File: src/rtl/sfssd_pkg.sv
package sfssd_pkg;

    // Frame layout: byte 0 is the header, bytes 1 to 14 carry channels 0 to 9.
    localparam int unsigned LAST_STORED = 14;
    localparam int unsigned POS_SAT     = 15;
    localparam int unsigned POS_W       = 4;
    localparam int unsigned STORE_DEPTH = LAST_STORED - 1;
    localparam int unsigned CH_W        = 11;
    localparam int unsigned NUM_CH      = 10;
    localparam int unsigned STICK_W     = 11;
    localparam int unsigned DEAD_W      = 10;
    localparam int unsigned CFG_IDX_W   = 3;
    localparam int unsigned CFG_DATA_W  = 11;

    localparam logic signed [STICK_W-1:0] STICK_MAX = 11'sd1023;
    localparam logic signed [STICK_W-1:0] STICK_MIN = -11'sd1024;

    typedef enum logic [CFG_IDX_W-1:0] {
        CFG_STICK_CENTER   = 3'd0,
        CFG_STICK_DEADBAND = 3'd1,
        CFG_SW_LOW_LIMIT   = 3'd2,
        CFG_SW_HIGH_LIMIT  = 3'd3,
        CFG_MIN_VALID      = 3'd4
    } cfg_idx_t;

    typedef enum logic [1:0] {
        SW_DOWN = 2'd0,
        SW_MID  = 2'd1,
        SW_UP   = 2'd2
    } sw_pos_t;

    // Load strobes for the two pipeline stages of a stick lane.
    typedef struct packed {
        logic ld_mid;
        logic ld_out;
    } stick_ctl_t;

    // The down test wins when the limits cross.
    function automatic sw_pos_t sw_classify(input logic [CH_W-1:0] raw,
                                            input logic [CH_W-1:0] lo,
                                            input logic [CH_W-1:0] hi);
        sw_pos_t pos;
        if (raw < lo) begin
            pos = SW_DOWN;
        end else if (raw > hi) begin
            pos = SW_UP;
        end else begin
            pos = SW_MID;
        end
        return pos;
    endfunction

endpackage

File: src/rtl/sfssd_stick.sv
module sfssd_stick import sfssd_pkg::*; (
    input  logic                      aclk,
    input  stick_ctl_t                ctl,
    input  logic [CH_W-1:0]           raw,
    input  logic [CH_W-1:0]           center,
    input  logic [DEAD_W-1:0]         deadband,
    output logic signed [STICK_W-1:0] stick
);

    // 660/800 equals 33/40. The magnitude is multiplied by 33, shifted right
    // by 3, and then divided by 5 through a reciprocal that is exact for
    // every value below 2^14.
    localparam int unsigned     RECIP_SHIFT = 16;
    localparam int unsigned     X_W         = 14;
    localparam logic [X_W-1:0]  RECIP_K     = 14'd13108;

    logic signed [CH_W:0]       diff;
    logic [CH_W:0]              mag;
    logic [16:0]                times33;
    logic [X_W-1:0]             x_next;
    logic [X_W-1:0]             x_reg;
    logic                       neg_reg;
    logic [2*X_W-1:0]           prod;
    logic [STICK_W-1:0]         quot;
    logic signed [STICK_W-1:0]  stick_next;
    logic signed [STICK_W-1:0]  stick_reg;

    always_comb begin
        diff    = $signed({1'b0, raw}) - $signed({1'b0, center});
        mag     = diff[CH_W] ? (CH_W+1)'(-diff) : (CH_W+1)'(diff);
        times33 = 17'({mag[CH_W-1:0], 5'b0}) + 17'(mag[CH_W-1:0]);
        x_next  = times33[16:3];
    end

    always_ff @(posedge aclk) begin
        if (ctl.ld_mid) begin
            x_reg   <= x_next;
            neg_reg <= diff[CH_W];
        end
    end

    always_comb begin
        prod = x_reg * RECIP_K;
        quot = prod[RECIP_SHIFT +: STICK_W];
        if (quot < {1'b0, deadband}) begin
            stick_next = '0;
        end else if (!neg_reg) begin
            stick_next = (quot > 11'd1023) ? STICK_MAX : $signed(quot);
        end else begin
            stick_next = (quot > 11'd1024) ? STICK_MIN : $signed(STICK_W'(-quot));
        end
    end

    always_ff @(posedge aclk) begin
        if (ctl.ld_out) begin
            stick_reg <= stick_next;
        end
    end

    assign stick = stick_reg;

endmodule

File: src/rtl/sbus_frame_stick_switch_decoder.sv
// Channel    Direction  Handshake               Payload
// s_ (bytes) in         s_tvalid / s_tready     s_tdata: data_byte; s_tuser: frame_start
// m_ (sticks) out       m_tvalid / m_tready     m_tdata: four sticks, four switches
// cfg_       in         cfg_we (no wait)        cfg_index, cfg_wdata
//
// One byte is accepted per cycle while s_tready is high. A frame's result, captured with
// byte 14, passes on its way to m_ a frame register, a stage that holds the scaled
// stick magnitudes and switch codes, and the result register. The reciprocal
// multiplier of each stick lane sets the stage split.
// Reset is synchronous and active low; it restores the register defaults and
// restarts the byte count. Stalls on m_ back up one stage at a time; s_tready
// drops only while the frame register holds a frame that cannot move on.
module sbus_frame_stick_switch_decoder import sfssd_pkg::*; (
    input  logic                  aclk,
    input  logic                  aresetn,

    input  logic                  s_tvalid,
    output logic                  s_tready,
    input  logic [7:0]            s_tdata,    // [7:0] data_byte
    input  logic                  s_tuser,    // [0] frame_start

    output logic                  m_tvalid,
    input  logic                  m_tready,
    // [10:0] right_horizontal, [21:11] right_vertical, [32:22] left_horizontal,
    // [43:33] left_vertical, [45:44] switch_c, [47:46] switch_a,
    // [49:48] switch_d, [51:50] switch_g, [55:52] zero
    output logic [55:0]           m_tdata,

    input  logic                  cfg_we,
    input  logic [CFG_IDX_W-1:0]  cfg_index,
    input  logic [CFG_DATA_W-1:0] cfg_wdata
);

    // Configuration registers.
    logic [CH_W-1:0]   center_reg;
    logic [DEAD_W-1:0] deadband_reg;
    logic [CH_W-1:0]   sw_lo_reg;
    logic [CH_W-1:0]   sw_hi_reg;
    logic [CH_W-1:0]   min_valid_reg;

    // Byte counter and the store for bytes 1 to 13. Byte 14 goes straight
    // into the frame register together with the stored bytes.
    logic [POS_W-1:0]              pos_reg;
    logic [POS_W-1:0]              pos_next;
    logic [POS_W-1:0]              idx;
    logic [STORE_DEPTH-1:0][7:0]   store_reg;
    logic [LAST_STORED-1:0][7:0]   frm_reg;
    logic [8*LAST_STORED-1:0]      frm_flat;
    logic [NUM_CH-1:0][CH_W-1:0]   ch;

    // Pipeline valid flags and handshake terms.
    logic        s_acc;
    logic        cap;
    logic        keep;
    logic        frm_vld_reg, frm_vld_next;
    logic        mid_vld_reg, mid_vld_next;
    logic        m_vld_reg, m_vld_next;
    logic        ld_mid, ld_out;
    stick_ctl_t  stick_ctl;

    // Switch codes in the middle and result stages.
    sw_pos_t     sw_c_mid_reg, sw_a_mid_reg, sw_d_mid_reg, sw_g_mid_reg;
    sw_pos_t     sw_c_reg, sw_a_reg, sw_d_reg, sw_g_reg;

    logic signed [STICK_W-1:0] rh, rv, lh, lv;

    always_ff @(posedge aclk) begin
        if (!aresetn) begin
            center_reg    <= 11'd1024;
            deadband_reg  <= 10'd50;
            sw_lo_reg     <= 11'd500;
            sw_hi_reg     <= 11'd1500;
            min_valid_reg <= 11'd100;
        end else if (cfg_we) begin
            unique case (cfg_idx_t'(cfg_index))
                CFG_STICK_CENTER:   center_reg    <= cfg_wdata;
                CFG_STICK_DEADBAND: deadband_reg  <= cfg_wdata[DEAD_W-1:0];
                CFG_SW_LOW_LIMIT:   sw_lo_reg     <= cfg_wdata;
                CFG_SW_HIGH_LIMIT:  sw_hi_reg     <= cfg_wdata;
                CFG_MIN_VALID:      min_valid_reg <= cfg_wdata;
                default: ;
            endcase
        end
    end

    // The first byte after reset counts as byte 0 even without a start flag;
    // a start flag always restarts the count. The count sticks at 15, so
    // bytes past 14 are ignored until the next start.
    assign s_acc = s_tvalid & s_tready;
    assign idx   = s_tuser ? '0 : pos_reg;
    assign cap   = s_acc && (idx == POS_W'(LAST_STORED));

    always_comb begin
        pos_next = pos_reg;
        if (s_acc) begin
            pos_next = (idx < POS_W'(POS_SAT)) ? idx + 1'b1 : POS_W'(POS_SAT);
        end
    end

    always_ff @(posedge aclk) begin
        if (s_acc && idx >= 4'd1 && idx < POS_W'(LAST_STORED)) begin
            store_reg[POS_W'(idx - 1'b1)] <= s_tdata;
        end
        if (cap) begin
            frm_reg <= {s_tdata, store_reg};
        end
    end

    // Channels are packed little-endian, 11 bits each, from byte 1 upward.
    assign frm_flat = frm_reg;
    assign ch       = frm_flat[NUM_CH*CH_W-1:0];
    assign keep     = (ch[0] >= min_valid_reg);

    // Each stage moves on when the one after it is empty or moving too.
    assign ld_out   = mid_vld_reg & (~m_vld_reg | m_tready);
    assign ld_mid   = frm_vld_reg & (~mid_vld_reg | ld_out);
    assign s_tready = ~frm_vld_reg | ld_mid;

    assign frm_vld_next = cap | (frm_vld_reg & ~ld_mid);
    assign mid_vld_next = ld_mid ? keep : (mid_vld_reg & ~ld_out);
    assign m_vld_next   = ld_out | (m_vld_reg & ~m_tready);

    always_ff @(posedge aclk) begin
        if (!aresetn) begin
            pos_reg     <= '0;
            frm_vld_reg <= 1'b0;
            mid_vld_reg <= 1'b0;
            m_vld_reg   <= 1'b0;
        end else begin
            pos_reg     <= pos_next;
            frm_vld_reg <= frm_vld_next;
            mid_vld_reg <= mid_vld_next;
            m_vld_reg   <= m_vld_next;
        end
    end

    always_ff @(posedge aclk) begin
        if (ld_mid) begin
            sw_c_mid_reg <= sw_classify(ch[7], sw_lo_reg, sw_hi_reg);
            sw_a_mid_reg <= sw_classify(ch[9], sw_lo_reg, sw_hi_reg);
            sw_d_mid_reg <= sw_classify(ch[6], sw_lo_reg, sw_hi_reg);
            sw_g_mid_reg <= sw_classify(ch[4], sw_lo_reg, sw_hi_reg);
        end
        if (ld_out) begin
            sw_c_reg <= sw_c_mid_reg;
            sw_a_reg <= sw_a_mid_reg;
            sw_d_reg <= sw_d_mid_reg;
            sw_g_reg <= sw_g_mid_reg;
        end
    end

    assign stick_ctl.ld_mid = ld_mid;
    assign stick_ctl.ld_out = ld_out;

    sfssd_stick u_right_h (
        .aclk(aclk), .ctl(stick_ctl), .raw(ch[0]), .center(center_reg),
        .deadband(deadband_reg), .stick(rh)
    );
    sfssd_stick u_right_v (
        .aclk(aclk), .ctl(stick_ctl), .raw(ch[1]), .center(center_reg),
        .deadband(deadband_reg), .stick(rv)
    );
    sfssd_stick u_left_h (
        .aclk(aclk), .ctl(stick_ctl), .raw(ch[3]), .center(center_reg),
        .deadband(deadband_reg), .stick(lh)
    );
    sfssd_stick u_left_v (
        .aclk(aclk), .ctl(stick_ctl), .raw(ch[2]), .center(center_reg),
        .deadband(deadband_reg), .stick(lv)
    );

    assign m_tvalid = m_vld_reg;
    assign m_tdata  = {4'b0, sw_g_reg, sw_d_reg, sw_a_reg, sw_c_reg, lv, lh, rv, rh};

    // A frame whose channel 0 is under the minimum never reaches the
    // middle stage.
    a_drop_frame: assert property (@(posedge aclk) disable iff (!aresetn)
        (ld_mid && !keep) |=> !mid_vld_reg)
        else $error("dropped frame entered the middle stage");

    // A new result is only ever loaded from a filled middle stage.
    a_out_source: assert property (@(posedge aclk) disable iff (!aresetn)
        $rose(m_vld_reg) |-> $past(mid_vld_reg))
        else $error("result appeared without a middle-stage request");

    // Backpressure on the input comes only from a held frame register.
    a_ready_cause: assert property (@(posedge aclk) disable iff (!aresetn)
        !s_tready |-> (frm_vld_reg && mid_vld_reg))
        else $error("input stalled with room in the pipeline");

    // A byte with the start flag is byte 0, so the next byte is byte 1.
    a_start_count: assert property (@(posedge aclk) disable iff (!aresetn)
        (s_acc && s_tuser) |=> (pos_reg == 4'd1))
        else $error("start flag did not restart the byte count");

endmodule
File: config.mk
export PLATFORM = sky130hd
export DESIGN_NAME = sbus_frame_stick_switch_decoder
export DESIGN_NICKNAME = d
export VERILOG_FILES = /design/src/rtl/sfssd_pkg.sv /design/src/rtl/sfssd_stick.sv /design/src/rtl/sbus_frame_stick_switch_decoder.sv
export SDC_FILE = /design/constraint.sdc
export NUM_CORES = 1
export LEC_CHECK = 0
export BUFFER_PORTS_ARGS = -buffer_cell sky130_fd_sc_hd__buf_2
export CAP_MARGIN = 40
export CORE_ASPECT_RATIO = 1.2
export CORE_UTILIZATION = 65
export DETAILED_ROUTE_END_ITERATION = 10
export PLACE_DENSITY = 0.83
export SKIP_LAST_GASP = 1
export SLEW_MARGIN = 40
export SYNTH_ARGS = -nofsm -noshare
export SYNTH_HDL_FRONTEND = slang
export SYNTH_SLANG_ARGS = --single-unit
File: constraint.sdc
create_clock -name aclk -period 9.35 [get_ports aclk]
set_input_delay 0.935 -clock aclk [delete_from_list [all_inputs] [get_ports aclk]]
set_output_delay 0.935 -clock aclk [all_outputs]
set_load 0.05 [all_outputs]
### After elaboration in Yosys (flattened, before gate mapping)

Index checks and enable logic that the tools add are counted.

| cells by class | value |
|---|---|
| reduce and logical (&&, ||, !) cells | 10 |
| multiplexer cells | 26 |
| bitwise operators | 17 |
| eq/ne operators | 5 |
| magnitude comparators | 26 |
| add/sub/neg operators | 18 |
| multiply operators | 4 |

Operator list:

| kind | count |
|---|---|
| $mux 11 | 16 |
| $bwmux 104 | 1 |
| $mul 14x12->25 const B | 4 |
| $neg 11->11 | 8 |
| $add 16x11->17 | 4 |
| $sub 11x11->12 | 4 |
| $gt 11x10->1 const B | 4 |
| $gt 11x11->1 | 4 |
| $gt 11x11->1 const B | 4 |
| $lt 11x10->1 | 4 |
| $lt 11x11->1 | 4 |
| $demux 8 s4 | 1 |
| $ge 11x11->1 | 1 |
| $reduce_and 2->1 | 5 |
| $ge 4x1->1 const B | 2 |
| $lt 4x4->1 const B | 2 |
| $mux 2 | 4 |
| $mux 4 | 2 |
| $mux 8 | 1 |
| $and 1x1->1 | 6 |
| $eq 3x2->1 const B | 2 |
| $not 1->1 | 6 |
| $lt 4x5->1 const B | 1 |
| $or 1x1->1 | 5 |
| 8 further kinds | 11 |

| storage, ports and cells | value |
|---|---|
| register bits | 378 |
| output and inout port bits | 58 |
| logic and storage cells | 160 |

### Logic depth before layout (Yosys ltp)

Gate-level depths: netlist (run 1).

| logic depth | value |
|---|---|
| depth in word-level cells | 9 |
| gate-level depth with buffers | 27 |
| gate-level depth less buffers | 27 |

### Hierarchy

Synthesis (run 1) repeated with hierarchy kept, for this count alone.

| second synthesis, totals | value |
|---|---|
| cells, all modules | 3308 |
| area total of the unflattened synthesis | 33215.6 um2 |

By module, submodules not included:

| module | times used | seq. area each (um2) | area an instance (um2) | cells an instance |
|---|---|---|---|---|
| sbus_frame_stick_switch_decoder | 1 | 6806.5 | 10368.7 | 797 |
| sfssd_stick (u_left_h) | 1 | 780.7 | 5804.3 | 624 |
| sfssd_stick (u_right_h) | 1 | 780.7 | 5749.3 | 648 |
| sfssd_stick (u_left_v) | 1 | 780.7 | 5660.4 | 619 |
| sfssd_stick (u_right_v) | 1 | 780.7 | 5632.9 | 620 |

### Worst setup path after synthesis (run 1)

No wires, ideal clock.

| timing | value |
|---|---|
| path kind | reg-to-reg |
| start point | register u_right_h.x_reg[9] |
| end point | register u_right_h.stick_reg[4], in the netlist u_right_h.stick[4] (data pin) |
| library setup time | 0.162 ns |
| path buffers | 0 |
| clock period less this slack | 6.555 ns |
| data arrival time | 6.393 ns |
| setup slack | 2.795 ns |
| required time | 9.188 ns |
| cell stages (with the launch flop) | 25 |
| cells stage by stage | edfxtp_1 ha_1 fa_1 inv_1 fa_1 inv_1 fa_1 inv_1 fa_1 inv_1 ha_1 and3_1 and2_1 and3_1 a221oi_4 o21ai_1 xnor2_4 inv_1 ha_1 nand2_1 or2_2 a211oi_1 o22ai_1 or4_1 o2111ai_1 |

| between the ends | value |
|---|---|
| cells in the longest elaborated chain, start to end | 4 |
| elaborated cells between the ends (all ways) | 8 |

RTL lines:

| item | line | text |
|---|---|---|
| start, declared | sfssd_stick.sv:21 | `logic [X_W-1:0] x_reg;` |
| start signal, assigned | sfssd_stick.sv:37 | `x_reg <= x_next;` |
| $mul 14x12->25 (*) | sfssd_stick.sv:43 | `prod = x_reg * RECIP_K;` |
| $neg 11->11 (tied with other cells) | sfssd_stick.sv:50 | `stick_next = (quot > 11'd1024) ? STICK_MIN : $signed(STICK_W'(-quot));` |
| $mux 11 (on tied branches) | sfssd_stick.sv:50, sfssd_stick.sv:48 |  |
| $mux 11 | sfssd_stick.sv:47 | `end else if (!neg_reg) begin` |
| end signal, assigned | sfssd_stick.sv:56 | `stick_reg <= stick_next;` |
| end, declared | sfssd_stick.sv:26 | `logic signed [STICK_W-1:0] stick_reg;` |

Mark *: on every way between the ends. The rest lies on a longest branch, timed or not.
A chain may end at the register's enable or synchronous reset.

### Final worst setup path (run 1)

| timing | value |
|---|---|
| start point | register u_left_v.x_reg[0] |
| end point | register u_left_v.stick_reg[5], in the netlist u_left_v.stick[5] (data pin) |

| between the ends | value |
|---|---|
| cells in the longest elaborated chain, start to end | 4 |
| elaborated cells between the ends (all ways) | 8 |

RTL lines:

| item | line |
|---|---|
| start, declared | sfssd_stick.sv:21 |
| start signal, assigned | sfssd_stick.sv:37 |
| $mul 14x12->25 (*) | sfssd_stick.sv:43 |
| $neg 11->11 (tied with other cells) | sfssd_stick.sv:50 |
| $mux 11 (on tied branches) | sfssd_stick.sv:50, sfssd_stick.sv:48 |
| $mux 11 | sfssd_stick.sv:47 |
| end signal, assigned | sfssd_stick.sv:56 |
| end, declared | sfssd_stick.sv:26 |

Marks and branches as above.

==> flow_metrics.tcl, run 1 <==
set metrics [dict create \
    outcome "finished clean" \
    num_vias 23264 \
    cts_hold_buffers 0 \
    cp_slowest_cell "fa_1" \
    reg2reg_depth 23 \
    wl_per_cell_microns 19.4 \
    slew_viol_final 0 \
    slew-limit-headroom 0.451 \
    largest_reg_flops 88 \
    layout-drive-gt1-share 0.0633 \
    portBuffers 81 \
    path_common_cell "inv_1" \
    ir_drop_uv 151 \
    grt_pass1_vias 24049 \
    grt_max_degree 89 \
    finalSetupViolCount 0 \
    nets 4027 \
    antenna_left 0 \
    path_buf_inv 5 \
    cellPowerDensity_nw_per_um2 99.5 \
    die_area_sq_um 50700 \
    core-area_sq_um 49200 \
    yosys_warnings 0 \
    crit_fanout 6 \
    antenna_found_initial 0 \
    clkSinkCount 351 \
    grt_pass1_wl_microns 120000 \
    synth-edff-count 290 \
    syn_area_sq_um 32400 \
    ys_ff_latch 351 \
    cp.required_ps 9610 \
    die_w_microns 206 \
    cts_root_buffer "clkbuf_16" \
    synth_cells 3143 \
    synth_area_per_cell_sq_um 10.3 \
    path_depth 23 \
    path_clk_slew_ps 60 \
    tightest_slew_ps 823 \
    track_usage 0.302 \
    cp.arrival_ps 7650 \
    rows 89 \
    cp-start-kind "flip-flop" \
    cts_setup_buffers 0 \
    start_util 0.658 \
    power.leakage_nw 16.1 \
    hold_depth 0 \
    dp.final_hpwl_microns 59800 \
    seqCellArea_sq_um 9930 \
    drc 0 \
    finClkSkew_ps 23.3 \
    cts_made_buffers 36 \
    die_h_microns 247 \
    post-route-period-util 0.791 \
    clock_path_buffers 3 \
    hp-class "reg -> reg" \
    mostFrequentLayoutCells "ha_1, inv_1, edfxtp_1" \
    multi_input_comb_area_sq_um 20300 \
    place_area_sq_um 33500 \
    post_cts_resize_count 0 \
    seq_area_frac_synth 0.306 \
    ys.flop_type "edfxtp_1" \
    final_common_cell "ha_1" \
    maxCapViolCount 0 \
    htree_num_levels 2 \
    wl_microns 75500 \
    yosysUniqueCellTypes 94 \
    path_delay_family "adder cells" \
    firstDrtPassIters 8 \
    viasPerCell 5.98 \
    crit_chain "ha_1 > ha_1 > inv_1 > fa_1 > inv_1 > fa_1 > inv_1 > fa_1 > inv_1 > ha_1 > a211oi_1 > o2111ai_1 > a31oi_1 > o21ai_0 > xnor2_1 > inv_1 > ha_1 > or3b_2 > o221ai_1 > a211o_1 > nor2b_1 > nand2b_1 > a211oi_1" \
    fmax_ghz 0.135 \
    end_kind "flip-flop" \
    min_period_ps 7390 \
    slowest_delay_ps 570 \
    final.setup.tns_ps 0 \
    fin_util 0.706 \
    design_area_sq_um 34700 \
    async_flop_share 0 \
    worstSetupPathType "reg -> reg" \
    hold_viol_final 0 \
    place_congestion 0.957 \
    cts_tree "built" \
    nFillCells 3632 \
    area_delta_synth_final_pct 7.21 \
    rsz0062_at_grt "false" \
    diodes 0 \
    ios 86 \
    overflow 0 \
    drt_iter0_drc 1117 \
    clkLatencyLatePin_ps 570 \
]
-- routing by layer --
| layer | vias to the layer above | track usage | part of all wire |
|---|---|---|---|
| li1 | 11065 | - | - |
| met3 | 247 | 0.0386 | 0.050 |
| met1 | 11263 | 0.347 | 0.39 |
| met2 | 689 | 0.549 | 0.50 |
| met4 | 0 | 0.151 | 0.052 |
| met5 | - | 0 | 0 |
-- cell type report --
cell class	instances	area share
clock buffers	45	0.0284
inverters	545	0.0589
multi-input cells	2204	0.584
clock inverters	20	0.00598
flip-flops and latches	351	0.286
well taps	637	0.0229
repair buffers	87	0.0138
-- cell families after synthesis --
group                      after synthesis  share of synthesized area
muxes                                   11                    0.00344
other                                    1                   0.000116
buffers and inverters                  591                     0.0690
xor gates and xnor gates               189                     0.0521
adders and majority gates              774                      0.343
and+or+nand+nor                        623                     0.0960
DFF                                    351                      0.306
AOI/OAI and AO/OA                      603                      0.129
-- worst reg2reg max path, cell delays in order (launching register included) --
cell and delay (ps):
edfxtp_1 490, ha_1 380, ha_1 280, inv_1 50, fa_1 570, inv_1 70, fa_1 550, inv_1 60
fa_1 540, inv_1 50, ha_1 310, a211oi_1 320, o2111ai_1 250, a31oi_1 420, o21ai_0 240, xnor2_1 550
inv_1 200, ha_1 260, or3b_2 470, o221ai_1 180, a211o_1 260, nor2b_1 300, nand2b_1 230, a211oi_1 70
-- final timing paths --
| path | startpoint | endpoint | slack, ps |
|---|---|---|---|
| min reg2reg | store_reg[40] | ch[40] | 410 |
| max reg2reg | u_left_v.x_reg[0] | u_left_v.stick[5] | 1960 |
| min | store_reg[40] | ch[40] | 410 |
| max | u_left_v.x_reg[0] | u_left_v.stick[5] | 1960 |
-- Yosys cell counts (6+ instances only) --
master | instances | area (sq um)
o2111ai_1 | 6 | 52.6
fa_1 | 192 | 3840
and2_1 | 32 | 200
mux2i_1 | 10 | 100
or3_1 | 10 | 62.6
nor3_1 | 55 | 275
nand4_1 | 25 | 156
o21bai_1 | 19 | 143
a31oi_1 | 16 | 100
o21a_1 | 37 | 278
nand2b_1 | 25 | 156
or2_2 | 12 | 75.1
nor4_1 | 13 | 81.3
nand3_1 | 47 | 235
xnor2_1 | 108 | 946
xor2_1 | 78 | 683
nor3b_1 | 6 | 45.0
o21ai_0 | 84 | 420
dfxtp_1 | 61 | 1220
o211ai_1 | 36 | 270
o31ai_1 | 15 | 113
a21o_1 | 87 | 653
edfxtp_1 | 290 | 8710
clkbuf_1 | 37 | 139
a221oi_2 | 6 | 90.1
o21ai_1 | 10 | 50.1
a21boi_0 | 40 | 300
nand2_1 | 182 | 683
a311oi_1 | 6 | 52.6
a21oi_1 | 125 | 626
a211oi_1 | 33 | 248
ha_1 | 582 | 7280
nor2_1 | 127 | 477
o22ai_1 | 12 | 75.1
nand3b_1 | 6 | 45.0
a211o_1 | 7 | 61.3
inv_1 | 545 | 2050
nor2b_1 | 29 | 181
and3_1 | 23 | 144
-- per-stage QoR --
| step | total power [mW] | hold WS [ps] | instances | setup WS, ps |
|---|---|---|---|---|
| final | 3.46 | 408 | 3889 | 1960 |
| after CTS | 3.47 | 412 | 3888 | 2080 |
| after floorplan | 1.92 | 400 | 3146 | 2800 |
| after detailed placement | 2.00 | 405 | 3823 | 2110 |
| after global placement | 1.99 | 401 | 3823 | 2220 |
| after global routing | 3.55 | 410 | 3889 | 1580 |
-- where the power goes --
part	total (mW)	internal [mW]	leakage, nW	switching (mW)
sequential	1.70	1.70	3.10	0.00501
combinational	0.271	0.104	12.4	0.168
clock	1.48	0.839	0.586	0.643
total	3.46	2.64	16.1	0.815
Power figures use the tool's default switching activity.
==> run 2, diff against run 1 <==
==> constraint.sdc (replaced) <==
create_clock -name aclk -period 7.6 [get_ports aclk]
set_input_delay 0.76 -clock aclk [delete_from_list [all_inputs] [get_ports aclk]]
set_output_delay 0.76 -clock aclk [all_outputs]
set_load 0.05 [all_outputs]
==> flow_metrics.tcl, run 2 (synthesized netlist as in run 1, its figures left out) <==
set metrics [dict create \
    finClkSkew_ps 16.6 \
    cts_root_buffer "clkbuf_16" \
    grt_pass1_vias 24299 \
    end_kind "flip-flop" \
    post_cts_resize_count 0 \
    dp.final_hpwl_microns 60700 \
    layout-drive-gt1-share 0.0666 \
    overflow 0 \
    power.leakage_nw 16.2 \
    cts_made_buffers 38 \
    seqCellArea_sq_um 9930 \
    cp.arrival_ps 7510 \
    maxCapViolCount 0 \
    die_area_sq_um 50700 \
    outcome "finished clean" \
    min_period_ps 7200 \
    fmax_ghz 0.139 \
    internal-power_mw 3.34 \
    antenna_found_initial 0 \
    ios 86 \
    switching_share 0.236 \
    cts_hold_buffers 0 \
    reg2reg_slack_ps 400 \
    viasPerCell 6.00 \
    clkSinkCount 351 \
    multi_input_comb_area_sq_um 20300 \
    place_congestion 0.977 \
    rsz0062_at_grt "false" \
    drt_iter0_drc 1436 \
    final.setup.tns_ps 0 \
    start_util 0.658 \
    cellPowerDensity_nw_per_um2 125 \
    portBuffers 81 \
    tightest_slew_ps 840 \
    num_vias 23383 \
    ir_drop_uv 228 \
    hold_viol_final 0 \
    p_clk_frac 0.444 \
    wl_per_cell_microns 19.6 \
    clkLatencyLatePin_ps 580 \
    crit_fanout 8 \
    antenna_left 0 \
    rows 89 \
    nets 4032 \
    grt_pass1_wl_microns 122000 \
    core-area_sq_um 49200 \
    worstSetupPathType "reg -> reg" \
    cts_tree "built" \
    path_clk_slew_ps 60 \
    mostFrequentLayoutCells "ha_1, inv_1, edfxtp_1" \
    place_area_sq_um 33500 \
    design_area_sq_um 34900 \
    largest_reg_flops 88 \
    slew-limit-headroom 0.440 \
    slew_viol_final 0 \
    diodes 0 \
    seq_power_share 0.479 \
    grt_max_degree 89 \
    cp-start-kind "flip-flop" \
    clock_path_buffers 3 \
    hp-class "reg -> reg" \
    htree_num_levels 2 \
    nFillCells 3529 \
    area_delta_synth_final_pct 7.69 \
    cp.required_ps 7910 \
    firstDrtPassIters 8 \
    die_w_microns 206 \
    netSwitchingPower_mw 1.03 \
    wl_microns 76400 \
    power_frac_comb 0.077 \
    track_usage 0.308 \
    die_h_microns 247 \
    post-route-period-util 0.947 \
    drc 0 \
    finalSetupViolCount 0 \
    cts_setup_buffers 0 \
    final_common_cell "ha_1" \
]
run 2: cell types whose count changed in the layout (fill, tap and decap cells not counted), sizes merged:
cell	change
buf	+3
clkbuf	+7
clkinv	-2
clkinvlp	-1
inv	+1
run 2: area by class of cell:
type / count / share of cell area
clock inverters: 18 / 0.00656
clock buffers: 52 / 0.0311
well taps: 637 / 0.0228
multi-input cells: 2204 / 0.582
inverters: 545 / 0.0587
repair buffers: 90 / 0.0147
flip-flops and latches: 351 / 0.285
run 2: power by group through the flow:
stage	registers [mW]	clock network (mW)	logic [mW]
global route	2.10	2.03	0.367
detailed placement	2.14	0	0.327
global placement	2.14	0	0.310
floorplan	2.13	0	0.234
finish	2.10	1.94	0.336
CTS	2.10	1.97	0.331
run 2: metal layers:
metal	share of wire	vias up	track usage
met1	0.39	11262	0.358
met2	0.50	743	0.550
met5	0	-	0
met3	0.048	273	0.0390
li1	-	11105	-
met4	0.057	0	0.165
run 2: final timing paths:
| path | from | cells past startpoint | to |
|---|---|---|---|
| hold reg to reg | store_reg[33] | 0 | ch[33] |
| setup / recovery | u_right_h.x_reg[5] | 24 | u_right_h.stick[4] |
| hold / removal | store_reg[33] | 0 | ch[33] |
| setup reg to reg | u_right_h.x_reg[5] | 24 | u_right_h.stick[4] |
run 2: worst max-delay path: stages, from the launching register on:
cell and delay [ps]:
edfxtp_1 510, ha_1 390, fa_1 510, inv_1 50
fa_1 520, inv_1 60, fa_1 540, inv_1 60
fa_1 540, inv_1 50, ha_1 440, and3_1 220
and2_1 150, o21ai_1 60, o21ai_0 460, xor2_1 480
ha_1 350, a21o_1 160, a21o_1 170, a21oi_1 150
o221ai_1 140, o22ai_1 410, nand2_1 210, nand2b_4 150
o2111ai_1 130
run 2: per-stage QoR:
step | setup WS, ps | power (mW) | instances | hold WS, ps | util
after detailed placement | 332 | 2.46 | 3826 | 405 | 0.681
after global routing | 27.5 | 4.49 | 3897 | 423 | 0.709
after floorplan | 1050 | 2.37 | 3146 | 400 | -
after global placement | 514 | 2.45 | 3825 | 401 | 0.681
after CTS | 303 | 4.39 | 3896 | 418 | 0.708
final | 402 | 4.37 | 3897 | 416 | 0.709
==> run 3, diff against run 2 <==
--- a/config.mk
+++ b/config.mk
@@ -8,9 +8,9 @@
 export BUFFER_PORTS_ARGS = -buffer_cell sky130_fd_sc_hd__buf_2
 export CAP_MARGIN = 40
 export CORE_ASPECT_RATIO = 1.2
-export CORE_UTILIZATION = 65
+export CORE_UTILIZATION = 70
 export DETAILED_ROUTE_END_ITERATION = 10
-export PLACE_DENSITY = 0.83
+export PLACE_DENSITY = 0.88
 export SKIP_LAST_GASP = 1
 export SLEW_MARGIN = 40
 export SYNTH_ARGS = -nofsm -noshare
==> constraint.sdc (replaced) <==
create_clock -name aclk -period 9 [get_ports aclk]
set_input_delay 0.9 -clock aclk [delete_from_list [all_inputs] [get_ports aclk]]
set_output_delay 0.9 -clock aclk [all_outputs]
set_load 0.05 [all_outputs]
==> flow_metrics.tcl, run 3 (synthesized netlist as in run 1, its figures left out) <==
set metrics [dict create \
    tightest_slew_ps 847 \
    cp.arrival_ps 7630 \
    p_clk_frac 0.434 \
    clkSinkCount 351 \
    viasPerCell 6.10 \
    seq_power_share 0.487 \
    portBuffers 81 \
    drt_iter0_drc 1554 \
    rsz0062_at_grt "false" \
    maxCapViolCount 0 \
    die_w_microns 198 \
    post-route-period-util 0.805 \
    grt_max_degree 89 \
    overflow 0 \
    drc 0 \
    met1_usage 0.389 \
    cts_hold_buffers 0 \
    outcome "finished clean" \
    grt_pass1_wl_microns 124000 \
    setup_slack_ps 1760 \
    rows 86 \
    cts_root_buffer "clkbuf_16" \
    largest_reg_flops 88 \
    mostFrequentLayoutCells "ha_1, inv_1, edfxtp_1" \
    dp.final_hpwl_microns 59800 \
    antenna_found_initial 0 \
    met3_usage 0.0498 \
    cts_setup_buffers 0 \
    finalSetupViolCount 0 \
    hold_depth 0 \
    nets 4027 \
    layout-drive-gt1-share 0.0614 \
    ios 86 \
    diodes 0 \
    grt_pass1_vias 25066 \
    cts_tree "built" \
    track_usage 0.336 \
    ir_drop_uv 173 \
    final.setup.tns_ps 0 \
    internal-power_mw 2.78 \
    fmax_ghz 0.138 \
    min_period_ps 7240 \
    use_met2 0.598 \
    place_congestion 0.950 \
    core-area_sq_um 45800 \
    slew_viol_final 0 \
    seqCellArea_sq_um 9930 \
    htree_num_levels 2 \
    nFillCells 3076 \
    start_util 0.707 \
    crit_fanout 10 \
    clkLatencyLatePin_ps 570 \
    multi_input_comb_area_sq_um 20300 \
    cts_made_buffers 38 \
    path_clk_slew_ps 60 \
    antenna_left 0 \
    wl_microns 76600 \
    worstSetupPathType "reg -> reg" \
    netSwitchingPower_mw 0.852 \
    final_common_cell "ha_1" \
    hp-class "reg -> reg" \
    area_delta_synth_final_pct 7.13 \
    hold_viol_final 0 \
    post_cts_resize_count 0 \
    end_kind "flip-flop" \
    slew-limit-headroom 0.433 \
    firstDrtPassIters 6 \
    die_h_microns 238 \
    power.leakage_nw 16.1 \
    dp_slack_ps 1860 \
    cp-start-kind "flip-flop" \
    clock_path_buffers 3 \
    reg2reg_depth 26 \
    cellPowerDensity_nw_per_um2 105 \
    top_usage_layer "met2" \
    die_area_sq_um 47200 \
    finClkSkew_ps 23.6 \
    num_vias 23607 \
    power_frac_comb 0.079 \
    wl_per_cell_microns 19.8 \
    cp.required_ps 9390 \
    switching_share 0.235 \
]
==> run 3: changes by cell type in the layout (fill, tap and decap cells not counted), sizes merged <==
cell	previous run	this run
inv	548	549
buf	90	84
clkbuf	52	54
clkinv	12	10
==> run 3: critical path, stage by stage (launching register included) <==
cell and delay, ps:
edfxtp_1 500, ha_1 370, ha_1 290, inv_1 50, fa_1 540, inv_1 60, fa_1 540, inv_1 60
fa_1 540, inv_1 50, ha_1 300, and3_1 220, a221o_1 370, a31o_2 260, a21oi_1 230, o21ai_0 140
xnor2_1 390, inv_1 160, ha_1 360, a41oi_1 140, o21ai_0 110, a21oi_1 110, o21ai_0 80, o21ai_0 120
o21ai_1 540, o21ai_0 260, a221oi_2 290
==> run 3: cell type report <==
type | count | share of cell area
multi-input cells | 2204 | 0.584
flip-flops and latches | 351 | 0.286
inverters | 545 | 0.0589
clock buffers | 53 | 0.0302
well taps | 616 | 0.0222
repair buffers | 85 | 0.0128
clock inverters | 17 | 0.00530
==> run 3: metal layers <==
metal	vias up	share of wire
li1	11098	-
met1	11392	0.38
met2	867	0.50
met3	250	0.060
met4	0	0.053
met5	-	0
==> run 3: through the flow <==
| step | hold slack, ps | util | std cells | power [mW] | instance area [sq um] |
|---|---|---|---|---|---|
| floorplan | 400 | - | 3146 | 2.00 | 32400 |
| global placement | 400 | 0.730 | 3801 | 2.07 | 33400 |
| detailed placement | 405 | 0.730 | 3801 | 2.08 | 33500 |
| CTS | 408 | 0.757 | 3871 | 3.64 | 34700 |
| global route | 415 | 0.757 | 3871 | 3.74 | 34700 |
| finish | 412 | 0.757 | 3871 | 3.63 | 34700 |
==> run 3: path summary, 6_finish.rpt <==
kind                           from                end  slack, ps
setup / recovery  u_left_h.x_reg[1]  u_left_h.stick[1]       1760
hold / removal        store_reg[37]             ch[37]        410
setup reg to reg  u_left_h.x_reg[1]  u_left_h.stick[1]       1760
hold reg to reg       store_reg[37]             ch[37]        410
==> run 3: power groups by stage <==
stage	Clock (mW)	Combinational, mW	Sequential [mW]
after CTS	1.59	0.281	1.77
after floorplan	0	0.197	1.80
after global routing	1.66	0.313	1.77
final	1.58	0.286	1.77
after detailed placement	0	0.278	1.80
after global placement	0	0.263	1.80
